<file path="src/hcio_pkg.sv">
// shared types and constants of the home computer i/o register block
package hcio_pkg;

  // item kinds
  typedef enum logic [2:0] {
    KIND_READ    = 3'd0,
    KIND_WRITE   = 3'd1,
    KIND_PRESS   = 3'd2,
    KIND_RELEASE = 3'd3,
    KIND_JOY     = 3'd4,
    KIND_TICK    = 3'd5
  } kind_t;

  // register indexes of the configuration port
  localparam logic [1:0] CFG_KEY_VEC  = 2'd0;
  localparam logic [1:0] CFG_ALT_VEC  = 2'd1;
  localparam logic [1:0] CFG_CPU_REGS = 2'd2;

  // bus word addresses (octal)
  localparam logic [15:0] A_KSTAT   = 16'o177660;
  localparam logic [15:0] A_KDATA   = 16'o177662;
  localparam logic [15:0] A_SCROLL  = 16'o177664;
  localparam logic [15:0] A_CPU0    = 16'o177700;
  localparam logic [15:0] A_CPU1    = 16'o177702;
  localparam logic [15:0] A_CPU2    = 16'o177704;
  localparam logic [15:0] A_TRELOAD = 16'o177706;
  localparam logic [15:0] A_TCOUNT  = 16'o177710;
  localparam logic [15:0] A_TCTL    = 16'o177712;
  localparam logic [15:0] A_PAR     = 16'o177714;
  localparam logic [15:0] A_SYS     = 16'o177716;

  // fixed processor register read values
  localparam logic [15:0] CPU0_VALUE = 16'o177740;
  localparam logic [15:0] CPU1_VALUE = 16'o177777;
  localparam logic [15:0] CPU2_VALUE = 16'o177440;

  // timer control bits
  localparam int unsigned T_STOP_BIT  = 0;
  localparam int unsigned T_WRAP_BIT  = 1;
  localparam int unsigned T_EXPEN_BIT = 2;
  localparam int unsigned T_ONE_BIT   = 3;
  localparam int unsigned T_RUN_BIT   = 4;
  localparam int unsigned T_EXP_BIT   = 7;
  localparam logic [7:0]  TCTL_READ_HIGH = 8'o377;

  // reset values
  localparam logic [8:0] KEY_VEC_RESET = 9'd48;
  localparam logic [8:0] ALT_VEC_RESET = 9'd188;
  localparam logic [9:0] SCROLL_RESET  = 10'o1330;
  localparam logic [9:0] SCROLL_MASK   = 10'o1377;

endpackage

</file>
<file path="src/home_computer_io_register_block.sv">
// top level of the home computer i/o register block
//
// i/o register block of a small 16-bit home computer. each request on the
// in_ channel is one of: a bus read, a bus write, a key press, a key release,
// a joystick update or a timer tick. every request gives exactly one result
// on the out_ channel: read data, a keyboard interrupt with its vector, an
// unknown-address flag, a redraw flag and the current palette, scroll and
// parallel port values.
// the cfg_ port writes the key vectors and the processor register enable
// with no handshake; the user must write it only while the block is idle;
// the block itself does not enforce this. a request's result is registered
// at its accept edge. throughput: one request per cycle while out_ready is
// high, set by the single state update each request makes when accepted.
// the result register is the only storage between the channels: in_ready is
// high while the result register is empty or being emptied in that cycle, so
// a stalled receiver holds off one request and no more.
// reset (rst_n low at a clock edge) empties the result register and puts the
// keyboard, palette, scroll, timer and system registers to their power-up
// values; the cfg_ registers go back to their defaults.
module home_computer_io_register_block
  import hcio_pkg::*;
(
  input  logic        clk,
  input  logic        rst_n,
  // configuration write port
  input  logic        cfg_we,
  input  logic [1:0]  cfg_index,
  input  logic [8:0]  cfg_data,
  // request channel
  input  logic        in_valid,
  output logic        in_ready,
  input  logic [2:0]  in_kind,
  input  logic [15:0] in_address,
  input  logic [15:0] in_write_data,
  input  logic [7:0]  in_key_code,
  input  logic        in_alt_key,
  // result channel
  output logic        out_valid,
  input  logic        out_ready,
  output logic [15:0] out_read_data,
  output logic        out_irq_request,
  output logic [8:0]  out_irq_vector,
  output logic        out_unknown_access,
  output logic        out_redraw,
  output logic [3:0]  out_palette_number,
  output logic [9:0]  out_scroll_word,
  output logic [15:0] out_parallel_out
);

  // configuration registers
  logic [8:0]  key_vector_r;
  logic [8:0]  alt_key_vector_r;
  logic        cpu_regs_enable_r;

  // block state
  logic        kbd_mask_r,        kbd_mask_nxt;
  logic        kbd_ready_r,       kbd_ready_nxt;
  logic [6:0]  kbd_code_r,        kbd_code_nxt;
  logic [8:0]  deferred_vector_r, deferred_vector_nxt;
  logic        deferred_pending_r, deferred_pending_nxt;
  logic [15:0] palette_word_r,    palette_word_nxt;
  logic [9:0]  scroll_reg_r,      scroll_reg_nxt;
  logic [7:0]  joystick_in_r,     joystick_in_nxt;
  logic [15:0] parallel_word_r,   parallel_word_nxt;
  logic        system_ready_r,    system_ready_nxt;
  logic        no_key_down_r,     no_key_down_nxt;
  logic [15:0] timer_reload_r,    timer_reload_nxt;
  logic [15:0] timer_count_r,     timer_count_nxt;
  logic [7:0]  timer_control_r,   timer_control_nxt;
  logic [6:0]  prescale_count_r,  prescale_count_nxt;
  logic [15:0] unknown_count_r,   unknown_count_nxt;

  // result register
  logic        out_valid_r;
  logic [15:0] rd_r;
  logic        irq_r;
  logic [8:0]  vec_r;
  logic        unk_r;
  logic        redraw_r;

  // per-request results
  logic [15:0] rd;
  logic        irq;
  logic [8:0]  vec;
  logic        unk;
  logic        redraw;

  logic        accept;
  logic [9:0]  scroll_new;
  logic [8:0]  press_vec;
  logic [6:0]  pre_inc;
  logic [6:0]  pre_limit;
  logic [15:0] count_dec;

  assign in_ready = !out_valid_r || out_ready;
  assign accept   = in_valid && in_ready;

  assign scroll_new = in_write_data[9:0] & SCROLL_MASK;
  assign press_vec  = in_alt_key ? alt_key_vector_r : key_vector_r;
  assign pre_inc    = prescale_count_r + 7'd1;
  assign count_dec  = timer_count_r - 16'd1;

  // prescale divide selected by control bits 6..5
  always_comb begin
    case (timer_control_r[6:5])
      2'd1:    pre_limit = 7'd16;
      2'd2:    pre_limit = 7'd4;
      2'd3:    pre_limit = 7'd64;
      default: pre_limit = 7'd1;
    endcase
  end

  always_comb begin
    kbd_mask_nxt         = kbd_mask_r;
    kbd_ready_nxt        = kbd_ready_r;
    kbd_code_nxt         = kbd_code_r;
    deferred_vector_nxt  = deferred_vector_r;
    deferred_pending_nxt = deferred_pending_r;
    palette_word_nxt     = palette_word_r;
    scroll_reg_nxt       = scroll_reg_r;
    joystick_in_nxt      = joystick_in_r;
    parallel_word_nxt    = parallel_word_r;
    system_ready_nxt     = system_ready_r;
    no_key_down_nxt      = no_key_down_r;
    timer_reload_nxt     = timer_reload_r;
    timer_count_nxt      = timer_count_r;
    timer_control_nxt    = timer_control_r;
    prescale_count_nxt   = prescale_count_r;
    unknown_count_nxt    = unknown_count_r;
    rd     = '0;
    irq    = 1'b0;
    vec    = '0;
    unk    = 1'b0;
    redraw = 1'b0;

    case (in_kind)
      KIND_READ: begin
        unique case (in_address)
          A_KSTAT:   rd = {8'd0, kbd_ready_r, kbd_mask_r, 6'd0};
          A_KDATA: begin
            // reading the code frees the keyboard and drops a held interrupt
            kbd_ready_nxt        = 1'b0;
            deferred_pending_nxt = 1'b0;
            deferred_vector_nxt  = '0;
            rd = {9'd0, kbd_code_r};
          end
          A_SCROLL:  rd = {6'd0, scroll_reg_r};
          A_TRELOAD: rd = timer_reload_r;
          A_TCOUNT:  rd = timer_count_r;
          A_TCTL:    rd = {TCTL_READ_HIGH, timer_control_r};
          A_PAR:     rd = {8'd0, joystick_in_r};
          A_SYS: begin
            // bit 7 is the motor-stopped flag, always set
            rd = {8'd0, 1'b1, no_key_down_r, 3'd0, system_ready_r, 2'd0};
            system_ready_nxt = 1'b0;
          end
          A_CPU0, A_CPU1, A_CPU2: begin
            if (cpu_regs_enable_r) begin
              if (in_address == A_CPU0) begin
                rd = CPU0_VALUE;
              end else if (in_address == A_CPU1) begin
                rd = CPU1_VALUE;
              end else begin
                rd = CPU2_VALUE;
              end
            end else begin
              unk = 1'b1;
              unknown_count_nxt = unknown_count_r + 16'd1;
            end
          end
          default: begin
            unk = 1'b1;
            unknown_count_nxt = unknown_count_r + 16'd1;
          end
        endcase
      end
      KIND_WRITE: begin
        unique case (in_address)
          A_KSTAT: begin
            kbd_mask_nxt = in_write_data[6];
            // lifting the mask releases a held key interrupt
            if (kbd_mask_r && !in_write_data[6] && deferred_pending_r) begin
              irq = 1'b1;
              vec = deferred_vector_r;
              deferred_pending_nxt = 1'b0;
              deferred_vector_nxt  = '0;
            end
          end
          A_KDATA: begin
            palette_word_nxt = in_write_data;
            redraw = 1'b1;
          end
          A_SCROLL: begin
            if (scroll_new != scroll_reg_r) begin
              scroll_reg_nxt = scroll_new;
              redraw = 1'b1;
            end
          end
          A_TRELOAD: timer_reload_nxt = in_write_data;
          A_TCOUNT:  ;
          A_TCTL: begin
            timer_count_nxt    = timer_reload_r;
            prescale_count_nxt = '0;
            timer_control_nxt  = in_write_data[7:0];
          end
          A_PAR:     parallel_word_nxt = in_write_data;
          A_SYS:     system_ready_nxt = 1'b1;
          default: begin
            unk = 1'b1;
            unknown_count_nxt = unknown_count_r + 16'd1;
          end
        endcase
      end
      KIND_PRESS: begin
        no_key_down_nxt  = 1'b0;
        system_ready_nxt = 1'b1;
        // a key while one is waiting is dropped
        if (!kbd_ready_r) begin
          kbd_code_nxt  = in_key_code[6:0];
          kbd_ready_nxt = 1'b1;
          if (!kbd_mask_r) begin
            irq = 1'b1;
            vec = press_vec;
          end else begin
            deferred_vector_nxt  = press_vec;
            deferred_pending_nxt = 1'b1;
          end
        end
      end
      KIND_RELEASE: begin
        no_key_down_nxt  = 1'b1;
        system_ready_nxt = 1'b1;
      end
      KIND_JOY: joystick_in_nxt = in_write_data[7:0];
      KIND_TICK: begin
        if (timer_control_r[T_STOP_BIT]) begin
          // stopped timer follows the reload value
          timer_count_nxt = timer_reload_r;
        end else if (timer_control_r[T_RUN_BIT]) begin
          prescale_count_nxt = pre_inc;
          if (pre_inc >= pre_limit) begin
            prescale_count_nxt = '0;
            timer_count_nxt    = count_dec;
            if (count_dec == 16'd0 && !timer_control_r[T_WRAP_BIT]) begin
              // expiry: reload, stop if one-shot, flag if enabled
              timer_count_nxt = timer_reload_r;
              if (timer_control_r[T_ONE_BIT]) begin
                timer_control_nxt[T_RUN_BIT] = 1'b0;
              end
              if (timer_control_r[T_EXPEN_BIT]) begin
                timer_control_nxt[T_EXP_BIT] = 1'b1;
              end
            end
          end
        end
      end
      default: ;
    endcase
  end

  // configuration registers
  always_ff @(posedge clk) begin
    if (!rst_n) begin
      key_vector_r      <= KEY_VEC_RESET;
      alt_key_vector_r  <= ALT_VEC_RESET;
      cpu_regs_enable_r <= 1'b1;
    end else if (cfg_we) begin
      unique case (cfg_index)
        CFG_KEY_VEC:  key_vector_r      <= cfg_data;
        CFG_ALT_VEC:  alt_key_vector_r  <= cfg_data;
        CFG_CPU_REGS: cpu_regs_enable_r <= cfg_data[0];
        default:      ;
      endcase
    end
  end

  // block state, updated once per accepted request
  always_ff @(posedge clk) begin
    if (!rst_n) begin
      kbd_mask_r         <= 1'b1;
      kbd_ready_r        <= 1'b0;
      kbd_code_r         <= '0;
      deferred_vector_r  <= '0;
      deferred_pending_r <= 1'b0;
      palette_word_r     <= '0;
      scroll_reg_r       <= SCROLL_RESET;
      joystick_in_r      <= '0;
      parallel_word_r    <= '0;
      system_ready_r     <= 1'b0;
      no_key_down_r      <= 1'b1;
      timer_reload_r     <= '0;
      timer_count_r      <= '0;
      timer_control_r    <= 8'd1;
      prescale_count_r   <= '0;
      unknown_count_r    <= '0;
    end else if (accept) begin
      kbd_mask_r         <= kbd_mask_nxt;
      kbd_ready_r        <= kbd_ready_nxt;
      kbd_code_r         <= kbd_code_nxt;
      deferred_vector_r  <= deferred_vector_nxt;
      deferred_pending_r <= deferred_pending_nxt;
      palette_word_r     <= palette_word_nxt;
      scroll_reg_r       <= scroll_reg_nxt;
      joystick_in_r      <= joystick_in_nxt;
      parallel_word_r    <= parallel_word_nxt;
      system_ready_r     <= system_ready_nxt;
      no_key_down_r      <= no_key_down_nxt;
      timer_reload_r     <= timer_reload_nxt;
      timer_count_r      <= timer_count_nxt;
      timer_control_r    <= timer_control_nxt;
      prescale_count_r   <= prescale_count_nxt;
      unknown_count_r    <= unknown_count_nxt;
    end
  end

  // result register: filled on accept, emptied when taken
  always_ff @(posedge clk) begin
    if (!rst_n) begin
      out_valid_r <= 1'b0;
    end else if (accept) begin
      out_valid_r <= 1'b1;
    end else if (out_ready) begin
      out_valid_r <= 1'b0;
    end
  end

  always_ff @(posedge clk) begin
    if (accept) begin
      rd_r     <= rd;
      irq_r    <= irq;
      vec_r    <= vec;
      unk_r    <= unk;
      redraw_r <= redraw;
    end
  end

  // palette, scroll and parallel fields follow the state left by the request
  assign out_valid          = out_valid_r;
  assign out_read_data      = rd_r;
  assign out_irq_request    = irq_r;
  assign out_irq_vector     = vec_r;
  assign out_unknown_access = unk_r;
  assign out_redraw         = redraw_r;
  assign out_palette_number = palette_word_r[11:8];
  assign out_scroll_word    = scroll_reg_r;
  assign out_parallel_out   = parallel_word_r;

endmodule
</file>
<file path="config.mk">
export PLATFORM = sky130hd
export DESIGN_NAME = home_computer_io_register_block
export DESIGN_NICKNAME = d
export VERILOG_FILES = /design/src/hcio_pkg.sv /design/src/home_computer_io_register_block.sv
export SDC_FILE = /design/constraint.sdc
export NUM_CORES = 1
export LEC_CHECK = 0
export BUFFER_PORTS_ARGS = -buffer_cell sky130_fd_sc_hd__buf_2
export CORE_MARGIN = 1.5
export CORE_UTILIZATION = 52
export DETAILED_ROUTE_END_ITERATION = 10
export GPL_ROUTABILITY_DRIVEN = 1
export PLACE_DENSITY = 0.74
export SLEW_MARGIN = 40
export SYNTH_ARGS = -nofsm -noshare
export SYNTH_HDL_FRONTEND = slang
export SYNTH_SLANG_ARGS = --single-unit
</file>
<file path="constraint.sdc">
create_clock -name clk -period 4.1 [get_ports clk]
set_clock_uncertainty 0.15 [all_clocks]
set_input_delay 0.205 -clock clk [delete_from_list [all_inputs] [get_ports clk]]
set_output_delay 0.205 -clock clk [all_outputs]
set_load 0.02 [all_outputs]
</file>
* Yosys cells after proc, flatten, opt, wreduce, memory -nomap -nowiden *
Cells that the tools add are included.
Widths: inputs -> output; s select.

operators by class
  equality and inequality tests = 37
  $lt $le $gt $ge = 1
  muxes and demuxes = 65
  reduce and logical (&&, ||, !) cells = 39
  $add $sub $neg = 2
  bitwise gates (word level) = 1

operators by type and width
  operator               number
  $eq 16x16->1 const B   11
  $pmux 16 s9            1
  $mux 16                6
  $mux 9                 10
  $pmux 16 s2            1
  $mux 7                 4
  $pmux 9 s3             1
  $mux 1                 26
  $mux 8                 3
  $pmux 7 s3             1
  $reduce_and 3->1       7
  $ne 2x2->1 const B     10
  $pmux 9 s2             1
  $logic_not 16->1       1
  $pmux 1 s2             8
  $sub 16x1->16 const B  1
  $pmux 7 s2             1
  $reduce_and 4->1       3
  $reduce_and 2->1       5
  $reduce_and 5->1       2
  $ne 9x9->1             1
  $reduce_and 8->1       1
  $reduce_bool 2->1      4
  $reduce_or 8->1        1
  other kinds (20)       35

word-level totals
  output and inout port bits = 60
  input port bits = 60
  word-level logic and storage cells = 171
  register bits = 161

* Depth between registers and ports, before layout *
Gate-level depths: netlist of the first run.

  depth in word-level cells = 8
  gate-level depth with buffers = 12

* Worst setup path after synthesis of the first run *
No wires, ideal clock.

  path kind = reg2reg
  start point = reg prescale_count_r[0]
  end point = reg timer_count_r[12]
  required time = 3,858 ps
  period minus slack after synthesis = 2,979 ps
  setup slack = 1,121 ps
  path buffers = 1
  arrival = 2,737 ps
  cell stages (with the launch flop) = 13
  cells stage by stage = dfxtp_1 -> ha_1 -> nor2b_1 -> or2_2 -> ha_1 -> nand2_1 -> a21oi_1 -> o41ai_1 -> nand3_1 -> o211ai_1 -> clkbuf_1 -> nor3_1 -> nor4_1

on the way
  cells in the longest elaborated chain, start to end = 4

ends and longest elaborated chain
  what                        line                                    source
  start: declaration          home_computer_io_register_block.sv:70   logic [6:0] prescale_count_r, prescale_count_nxt;
  start signal: assignment    home_computer_io_register_block.sv:311  prescale_count_r <= prescale_count_nxt;
  $add 7x1->7                 home_computer_io_register_block.sv:100  assign pre_inc = prescale_count_r + 7'd1;
  $ge 7x7->1                  home_computer_io_register_block.sv:241  if (pre_inc >= pre_limit) begin
  $ne 3x3->1 (no line)        --
  $reduce_and 5->1 (no line)  --
  end signal: assignment      home_computer_io_register_block.sv:309  timer_count_r <= timer_count_nxt;
  end: declaration            home_computer_io_register_block.sv:68   logic [15:0] timer_count_r, timer_count_nxt;

Every way passes these cells.
A chain may end at the register's enable or synchronous reset.

* Worst setup path after layout of the first run *
  start point = reg timer_count_r[0]
  end point = reg timer_count_r[13]

on the way
  cells in the longest elaborated chain, start to end = 8

ends and longest elaborated chain
  what               line                                    source
  $sub 16x1->16 *    home_computer_io_register_block.sv:101  assign count_dec = timer_count_r - 16'd1;
  $logic_not 16->1   home_computer_io_register_block.sv:244  if (count_dec == 16'd0 && !timer_control_r[T_WRAP_BIT]) begin
  $logic_and 1x1->1  home_computer_io_register_block.sv:244
  $mux 16 *          home_computer_io_register_block.sv:244
  $mux 16 *          home_computer_io_register_block.sv:241
  $mux 16 *          home_computer_io_register_block.sv:239  end else if (timer_control_r[T_RUN_BIT]) begin
  $mux 16 *          home_computer_io_register_block.sv:236  if (timer_control_r[T_STOP_BIT]) begin
  $pmux 16 s2 *      home_computer_io_register_block.sv:136  case (in_kind)

Every way passes the cells marked *; elsewhere a longest branch is shown, timed or not. The select of a mux whose other input is x is not followed.

==> results of run 1 <==
-- area by class of cell --
class | count | area (um^2)
sequential | 153 | 3340
fill | 1190 | 4820
tap | 180 | 225
clock buffer | 18 | 429
multi-input combinational | 631 | 3670
inverter | 11 | 43.8
timing repair buffer | 173 | 1100
clock inverter | 14 | 140
-- layer usage --
layer / track usage, % / vias to the layer above / part of all wire (%)
met1: 37.4 / 3336 / 40
met3: 7.10 / 58 / 8.8
met4: 14.6 / 0 / 3.0
li1: - / 3357 / -
met5: 0 / - / 0
met2: 48.1 / 317 / 49
-- placed cells by master, fill, tap and decap left out, types with 6 or more instances in the layout --
cell type and instances:
or2_2 6, xnor2_1 6, edfxtp_1 28, nand2_1 155, or4_1 6, nand4_1 18
ha_1 7, a21oi_1 81, clkbuf_16 17, nand3_1 42, nor4_1 11, o21a_1 6
dfxtp_1 125, nand2b_1 6, a22oi_1 15, nor3_1 28, a31oi_1 10, xor2_1 9
dlygate4sd3_1 37, nor2_1 61, o21ai_0 23, mux2i_1 45, inv_1 10, or3_1 14
buf_4 18, a222oi_1 11, buf_2 117
-- state kept, by name, summed over array words and instances (netlist names), 4 cells and up --
register and cells:
out_irq_vector 9, timer_reload_r 16, alt_key_vector_r 9, prescale_count_r 7
out_read_data 16, timer_count_r 16, joystick_in_r 8, out_parallel_out 16
out_scroll_word 9, palette_word_r 4, deferred_vector_r 9, kbd_code_r 7
timer_control_r 8, key_vector_r 9
-- through the flow --
| step | util [%] | std cells |
|---|---|---|
| floorplan | - | 856 |
| global placement | 57.9 | 1109 |
| detailed placement | 58.0 | 1109 |
| CTS | 64.8 | 1178 |
| global route | 65.0 | 1180 |
| finish | 65.0 | 1180 |
-- Yosys cell counts, types with 4 or more instances --
master	n	area [um^2]
clkbuf_1	48	180
o21ai_0	23	115
or3_1	14	87.6
ha_1	7	87.6
or4_1	6	45.0
nand4_1	18	113
nor2_1	61	229
nand2_1	155	582
xnor2_1	6	52.6
a22oi_1	15	113
dfxtp_1	125	2500
nand3_1	42	210
nor3_1	28	140
mux2i_1	45	450
xor2_1	9	78.8
a21oi_1	81	405
a222oi_1	11	110
inv_1	10	37.5
buf_1	8	30.0
and2_1	4	25.0
o21a_1	6	45.0
nand3b_1	5	37.5
nand2b_1	6	37.5
and3_1	4	25.0
edfxtp_1	28	841
a31oi_1	10	62.6
nor3b_1	5	37.5
or2_2	6	37.5
nor4_1	15	93.8
-- cell families after synthesis --
kind of cell	Yosys count
flip-flops	153
buffers and inverters	72
other	1
AO/OA/AOI/OAI	175
AND/OR/NAND/NOR	388
adder cells (fa/ha/maj)	7
XOR/XNOR	15
multiplexers	45
-- worst paths after layout --
path                    endpoint  cells past startpoint           startpoint  slack, ns
max reg2reg    timer_count_r[13]                     10     timer_count_r[0]       0.52
max            timer_count_r[13]                     10     timer_count_r[0]       0.52
min               system_ready_r                      3           in_kind[0]       0.03
min reg2reg  out_parallel_out[8]                      2  out_parallel_out[8]       0.30
-- worst max-delay path, delay by kind of cell (launching register included) --
family,cells,cell delay (ns)
AND/OR/NAND/NOR,4,1.60
adder cells (fa/ha/maj),1,0.27
buffers and inverters,2,0.34
AO/OA/AOI/OAI,2,0.47
XOR/XNOR,1,0.22
flip-flops,1,0.43
-- power by group --
part	leakage [nW]	switching, mW	internal [mW]
Clock	0.269	0.677	0.850
Sequential	1.29	0.0148	1.56
Combinational	1.88	0.155	0.0990
==> flow_summary_export.csv, run 1 <==
group,metric,value,unit
outcome,status,"finished clean",
place,placed_area,7990,um^2
finish,final_area,8950,um^2
timing,grt_setup_unrepaired,"no",
synth,netlist_area,7280,um^2
die,die_h,121,um
timing,report.final.setup_viol,0,
critical_path,endpoint_kind,"flop",
place,gp_congestion,0.893,
critical_path,start_kind,"flop",
clock_network,clkTransAtPathRegs,0.07,ns
clock_network,h-tree-depth,4,
synth,syn_inst,856,
timing,hold_ws,0.0326,ns
synth,yosys_warnings,0,
global_route,grt_pass1_wl,34.0,mm
clock_network,cts_num_sinks,153,
routing,ant_nets,0,
critical_path,worstPathRequired,4.28,ns
routing,wirelength,21.4,mm
place,pre_cts_slack,0.625,ns
critical_path,cpPeakStageDelay,0.58,ns
timing,worst_slack,0.520,ns
timing,finalHoldViolations,0,
global_route,grt_usage,29.8,%
pwr,p_leak,3.44,nW
clock_network,cts.path.max_buffers,2,
synth,syn_nets,923,
synth,synth-adder-area-share,1.20,%
timing,period_share,87.3,%
timing,relSlewSlack,47.0,%
routing,drc_errors,0,
synth,synth-async-reset-ratio,0,%
timing,report.final.slew_viol_count,0,
critical_path,path_cells,"inv_1, ha_1, nor3b_1, nand4_1, xnor2_1, nor4b_4, buf_4, or2b_2, o21ai_1, a221oi_1",
global_route,grt_remaining_overflow,0,
synth,synth_mux_area_share,6.19,%
pwr,design_power_total,3.35,mW
hold_path,hold_path.class,"input pin to flop",
finish,area_delta_synth_final,23.0,%
routing,dr.pass1.iters,5,
die,start_util,52.9,%
synth,synthXorXnorAreaFrac,1.80,%
synth,synth_top_family_by_area,"simple AND/OR/NAND/NOR gates",
routing,via_per_inst,5.99,
place,numPortBuffers,117,
finish,antenna_cells,0,
run,maxCapViolCount,0,
die,dieArea,14700,um^2
synth,synth_edf_count,28,
synth,synth_area_per_cell,8.51,um^2
critical_path,worstPathArrival,3.76,ns
synth,synth.ff_latch_count,153,
pwr,irDropWorstVdd,0.308,mV
clock_network,clk_root_buffer_cell,"clkbuf_16",
timing,fmax,0.279,GHz
synth,ys_types,65,
global_route,grt_pass1_vias,6636,
die,dieWidth,121,um
critical_path,path_class,"flop to flop",
clock_network,numCtsBuffers,17,
routing,vias,7068,
finish,drive_gt1_share,18.8,%
timing,finalCriticalPeriod,3.58,ns
global_route,grt_max_degree,52,
die,fp.coreArea,13800,um^2
global_route,antenna_found_initial,0,
clock_network,cts_tree,"built",
finish,layout.nets,1054,
critical_path,cp_max_fo,15,
clock_network,clk_latency,0.44,ns
die,std_cell_rows,43,
synth,synth_compound_area_share,14.9,%
pwr,pwr_density_cell,374,nW/um^2
routing,drtIter0Drc,763,
synth,ys.flop_type,"dfxtp_1",
timing,finalSetupTns,0,ns
place,place_hpwl,14.1,mm
die,ioPinCount,120,
critical_path,worst_path_max_delay_cell,"nor3b_1",
clock_network,holdBufCountCts,37,
timing,worst_pin_slew,0.792,ns
routing,wl_per_cell,18.2,um
clock_network,cts-resized-gates,0,
clock_network,cts_setup_buffers,0,
synth,ys_seq_area_share,45.9,%
synth,synth-simple-area-share,25.9,%
No activity file was read; power rests on OpenSTA's default activity.
==> run 2: changes to the inputs <==
- CORE_UTILIZATION: 52 -> 46
- PLACE_DENSITY: 0.74 -> 0.67
==> flow_summary_export.csv, run 2 (synthesis results as in run 1) <==
group,metric,value,unit
outcome,status,"finished clean",
clock_network,cts_num_sinks,153,
hold_path,holdPathStages,3,
critical_path,cp_max_fo,15,
clock_network,cts.path.max_buffers,2,
critical_path,timing.reg2reg.setup_slack,0.51,ns
critical_path,cp_top_family,"simple AND/OR/NAND/NOR gates",
critical_path,r2r_start,"timer_count_r[0]",
clock_network,cts_setup_buffers,0,
pwr,p_leak,3.44,nW
critical_path,worstPathArrival,3.77,ns
clock_network,clkTransAtPathRegs,0.06,ns
die,die_h,129,um
critical_path,rr_worst_depth,9,
hold_path,hold_path.class,"input pin to flop",
clock_network,clk_latency,0.43,ns
clock_network,clk_root_buffer_cell,"clkbuf_16",
routing,dr.pass1.iters,8,
critical_path,worstPathRequired,4.28,ns
routing,via_per_inst,5.75,
global_route,grt_usage,26.1,%
timing,grt_setup_unrepaired,"no",
die,std_cell_rows,45,
global_route,grt_remaining_overflow,0,
clock_network,cts-resized-gates,0,
clock_network,h-tree-depth,4,
routing,wirelength,21.2,mm
die,ioPinCount,120,
routing,wl_per_cell,17.5,um
finish,drive_gt1_share,18.8,%
critical_path,start_kind,"flop",
finish,fillers,1384,
timing,period_share,87.6,%
critical_path,cpPeakStageDelay,0.64,ns
clock_network,cts_tree,"built",
critical_path,crit_buf_inv,1,
timing,fmax,0.279,GHz
routing,drc_errors,0,
critical_path,path_cells,"inv_1, ha_1, nor3b_1, nand4_1, xnor2_1, nor4b_4, or2b_2, o21ai_1, a221oi_1",
routing,vias,6937,
finish,multi_input_area,3680,um^2
die,dieWidth,129,um
finish,final_cell_mix,"nand2_1, dfxtp_1, buf_2, a21oi_1, nor2_1",
hold_path,hold-path-endpoint,"system_ready_r",
timing,report.final.slew_viol_count,0,
critical_path,worst_path_max_delay_cell,"nor3b_1",
global_route,grt_pass1_wl,33.5,mm
critical_path,path_class,"flop to flop",
finish,utilization,58.6,%
timing,report.final.setup_viol,0,
pwr,irDropWorstVdd,0.273,mV
timing,finalSetupTns,0,ns
clock_network,numCtsBuffers,17,
finish,final_common_cell,"nand2_1",
timing,finalCriticalPeriod,3.59,ns
critical_path,endpoint_kind,"flop",
die,dieArea,16600,um^2
finish,layout.nets,1049,
timing,relSlewSlack,46.3,%
place,place_hpwl,14.5,mm
die,fp.coreArea,15300,um^2
finish,area_delta_synth_final,23.2,%
hold_path,hold_start,"in_kind[0]",
clock_network,holdBufCountCts,35,
run,maxCapViolCount,0,
timing,finalHoldViolations,0,
finish,antenna_cells,0,
timing,worst_pin_slew,0.797,ns
routing,drtIter0Drc,785,
global_route,antenna_found_initial,0,
pwr,pwr_density_cell,376,nW/um^2
finish,regArea,3340,um^2
die,start_util,47.5,%
routing,ant_nets,0,
critical_path,reg2reg_to,"timer_count_r[13]",
place,numPortBuffers,117,
global_route,grt_max_degree,55,
global_route,grt_pass1_vias,6410,
place,gp_congestion,0.869,
[run 2: worst max-delay path by stage]
stage	startpoint	endpoint	cells after the start
after floorplan	prescale_count_r[0]	timer_count_r[12]	12
after global placement	timer_count_r[0]	timer_count_r[13]	9
after detailed placement	timer_count_r[0]	timer_count_r[13]	9
after CTS	timer_count_r[0]	timer_count_r[13]	9
after global routing	timer_count_r[0]	timer_count_r[13]	9
final	timer_count_r[0]	timer_count_r[13]	9
[run 2: power breakdown]
part	leakage, nW	switching [mW]	internal [mW]
Combinational	1.86	0.155	0.0973
Sequential	1.29	0.0145	1.56
Clock	0.286	0.634	0.917
Total	3.44	0.804	2.57
[run 2: layout make-up]
type	count	share of cell area, %
tap	211	2.94
sequential	153	37.3
timing repair buffer	168	11.8
clock inverter	9	0.976
clock buffer	23	5.55
multi-input combinational	631	41.0
inverter	11	0.488
[run 2: worst register-to-register path, stage by stage (launching register included)]
cell      delay, ns
dfxtp_1        0.42
inv_1          0.12
ha_1           0.26
nor3b_1        0.64
nand4_1        0.27
xnor2_1        0.24
nor4b_4        0.55
or2b_2         0.41
o21ai_1        0.13
a221oi_1       0.31
[run 2: routing by layer]
metal | wire length, um | global-route usage [%]
met1 | 9020 | 33.1
met2 | 10300 | 43.2
met3 | 1500 | 6.94
met4 | 353 | 8.86
met5 | 0 | 0
[run 2: through the flow]
stage	power, mW	cells	hold slack (ns)	worst slack [ns]	cell area, um^2
final	3.37	1206	0.0418	0.510	8970
after global routing	3.48	1206	0.0631	0.215	8970
after CTS	3.38	1206	0.0268	0.556	8950
after detailed placement	1.83	1139	0.289	0.591	8020
after floorplan	1.73	856	0.179	1.12	7280
after global placement	1.82	1139	0.283	0.630	8010
